[config.mk]
export PLATFORM = sky130hd
export DESIGN_NAME = aes_ram
export DESIGN_NICKNAME = d
export VERILOG_FILES = /design/src/rtl/core/aes_ram.sv
export SDC_FILE = /design/constraint.sdc
export NUM_CORES = 2
export LEC_CHECK = 0
export BUFFER_PORTS_ARGS = -buffer_cell sky130_fd_sc_hd__buf_2
export CORE_MARGIN = 1.5
export CORE_UTILIZATION = 50
export CTS_CLUSTER_DIAMETER = 150
export DETAILED_ROUTE_END_ITERATION = 7
export PLACE_DENSITY_LB_ADDON = 0.15
export SKIP_LAST_GASP = 1
export SYNTH_ARGS = -nofsm -noshare
export SYNTH_HDL_FRONTEND = slang
export SYNTH_SLANG_ARGS = --single-unit
[constraint.sdc]
create_clock -name clk -period 7.83 [get_ports clk]
set_input_delay 0.783 -clock clk [delete_from_list [all_inputs] [get_ports clk]]
set_output_delay 0.783 -clock clk [all_outputs]
set_load 0.01 [all_outputs]
[src/rtl/core/aes_ram.sv]
// ----------------------------------------------------------------------------
// aes_ram: generic single-port RAM with registered read
// One write or read per cycle; read data appears the cycle after the address.
// ----------------------------------------------------------------------------
module aes_ram #(
	parameter int WIDTH = 32,
	parameter int DEPTH = 60
) (
	input  logic                     clk,
	input  logic                     we,
	input  logic [$clog2(DEPTH)-1:0] addr,
	input  logic [WIDTH-1:0]         wdata,
	output logic [WIDTH-1:0]         rdata
);
	logic [WIDTH-1:0] mem_q [DEPTH];

	// write or read one word
	always_ff @(posedge clk) begin
		if (we) begin
			mem_q[addr] <= wdata;
		end
		rdata <= mem_q[addr];
	end
endmodule

==> flow_summary.yaml <==
timing:
  fin_crit_sh_pct: 50.0
  tns_ps: 0
  max_freq_ghz: 0.255
  worst_hold_slack_ps: 626
  drv_slew: 0
  rsz0062_at_grt: "no"
  skew_ps: 30.9
  finalCriticalPeriod_ps: 3920
  worst_slew_pin_slew_ps: 1390
  finalHoldViolCount: 0
  slew_headroom_pct: 6.77
  finalSetupViolCount: 0
  layout_setup_ws_ps: 3910
worst_setup_path:
  critPathMaxFanout: 54
  r2r_slack_ps: 5430
  critPathLaunchType: "primary input"
  rr_endpoint: "rdata[30]$_DFF_P_"
  timing.rr.start: "mem_q[54][30]$_DFFE_PP_"
  ff2ff_path_depth: 5
  end_kind: "register"
  path_class: "in2reg"
  arrival_ps: 4610
  worstPathRequired_ps: 8520
power_and_ir_drop:
  total_power_mw: 22.2
  leakagePower_nw: 26.2
  power_density_nw_per_um2: 266
  vdd_drop_max_mv: 0.230
placed_design:
  gp_congestion: 0.866
  dp_hpwl_mm: 141
  dp.cells: 5919
  io_buffers: 71
  placed_area_sq_um: 77200
  dp_slack_ps: 3110
finish:
  nets: 4239
  nFillCells: 11000
  fin_util_pct: 57.1
  regArea_sq_um: 58300
  multi_input_area_sq_um: 14600
  layout.cells.non_filler: 6291
  fin_area_sq_um: 83500
  areaGrowthSynthToFinish_pct: 12.9
  layout-drive-gt1-share_pct: 18.1
synth:
  synth_compound_area_share_pct: 9.93
  yosysMostFrequentCell: "edfxtp_1"
  synth_top_area_share_pct: 78.0
  synth.area.mux_share_pct: 6.13
  synth_area_leader_cell: "edfxtp_1"
  synthFlopType: "edfxtp_1"
  yosysSeqAreaShare_pct: 78.9
  synthCells: 4067
  synth_xor_xnor_area_share_pct: 0
  syn-num-nets: 4107
  postSynthAreaPerCell_sq_um: 18.2
  synthTopCellsByCount: "edfxtp_1 (1920), a221oi_1 (392), nor2_1 (260)"
  yosys_warnings: 0
  synthSimpleGateAreaFrac_pct: 2.97
  netlist_top_cells_area: "edfxtp_1 (78%), a221oi_1 (4.6%), mux4_2 (2.9%)"
  synth-adder-area-share_pct: 0
  synth_top_family_by_area: "compound AO/OA/AOI/OAI gates"
  synth_area_sq_um: 73900
  synth_edf_count: 1920
  synth-async-reset-ratio_pct: 0
  synthDistinctLibCells: 68
  ys_ff_latch: 1952
cts:
  clk_transition_reported_paths_ps: 60
  h-tree-depth: 4
  clockBufferDepth: 3
  postCtsSetupBuffers: 0
  cts-hold-fix-buffers: 0
  clk-insertion-delay-late_ps: 840
  clock_sinks: 1952
  cts_tree: "built"
  post_cts_resized: 0
  cts_buffers: 195
  root_buffer: "clkbuf_16"
floorplan:
  fp.dieW_um: 388
  fp.dieH_um: 388
  core-area_sq_um: 146000
  start_util_pct: 50.5
  dieArea_sq_um: 150000
  placementRows: 140
  io_pins: 72
detailed_routing:
  wl_mm: 254
  drc_errors: 0
  ant_nets: 0
  wl_per_cell_um: 40.4
  via_per_inst: 7.05
  first_iter_violations: 7209
  vias: 44400
  dr.pass1.iters: 6
hold_path:
  hp-start: "wdata[29]"
  min_path_type: "in2reg"
  holdPathStages: 2
  whs_endpoint: "mem_q[35][29]$_DFFE_PP_"
grt:
  grtUsageTotal_pct: 33.7
  grt_max_degree: 87
  antenna_found_initial: 16
  grt_overflow_total: 0
  grt_pass1_wl_mm: 350
  grt_pass1_vias: 42700
run_status:
  status: "finished clean"
flow_run:
  maxCapViolCount: 0
-- sequential cells by signal (all words and copies together) (netlist names) --
| name | count |
|---|---|
| mem_q | 1920 |
| rdata | 32 |
-- layer usage --
layer  up-vias  global-route usage, %  share of wire (%)
li1      17300                      -                  -
met1     23100                   46.8                 38
met2      3341                   50.8                 45
met3       640                   7.58                 12
met4        14                   15.9                5.4
met5         -                      0              0.037
-- kinds of logic after synthesis --
kind of cell | count (synthesis)
flip-flops | 1952
AO/OA/AOI/OAI | 992
AND/OR/NAND/NOR | 490
multiplexers | 324
buffers and inverters | 309
-- placed cells by master (no fill, tap or decap), types with 95 or more instances in the layout --
cell type and count:
edfxtp_1 1920, a221oi_1 392, clkbuf_16 200, nor2_1 197, buf_4 157, mux2i_1 152
o21ai_0 151, a22oi_1 141, a21oi_1 105, mux4_2 95
-- area by class of cell --
class | count | area share (%)
diodes | 5 | 0.0150
clock buffers | 260 | 6.43
clock inverters | 107 | 1.13
inverters | 4 | 0.0330
multi-input cells | 1806 | 17.5
flip-flops and latches | 1952 | 69.8
well taps | 1917 | 2.87
repair buffers | 240 | 2.18
-- worst max path at each step --
stage	from	endpoint	slack (ps)	cells past startpoint
6_report	addr[0]	rdata[2]$_DFF_P_	3910	9
4_1_cts	addr[0]	rdata[2]$_DFF_P_	3970	9
3_3_place_gp	addr[0]	rdata[2]$_DFF_P_	3160	9
5_1_grt	addr[0]	rdata[2]$_DFF_P_	3800	9
3_5_place_dp	addr[0]	rdata[2]$_DFF_P_	3110	9
2_1_floorplan	addr[2]	mem_q[12][0]$_DFFE_PP_	3800	9
-- critical path, cell delays in order --
cell      delay (ps)
buf_8            440
buf_4            670
inv_4            340
buf_4            430
a221oi_1         290
nor2_1            90
o21ai_0          890
nand3_1          120
or4_1            450
-- power by group --
part	internal (mW)	total, mW	switching (mW)
logic	0.329	1.28	0.948
registers	11.6	11.6	0.0538
clock network	5.28	9.27	3.99
Note: power is estimated with default switching activity, not from simulation.
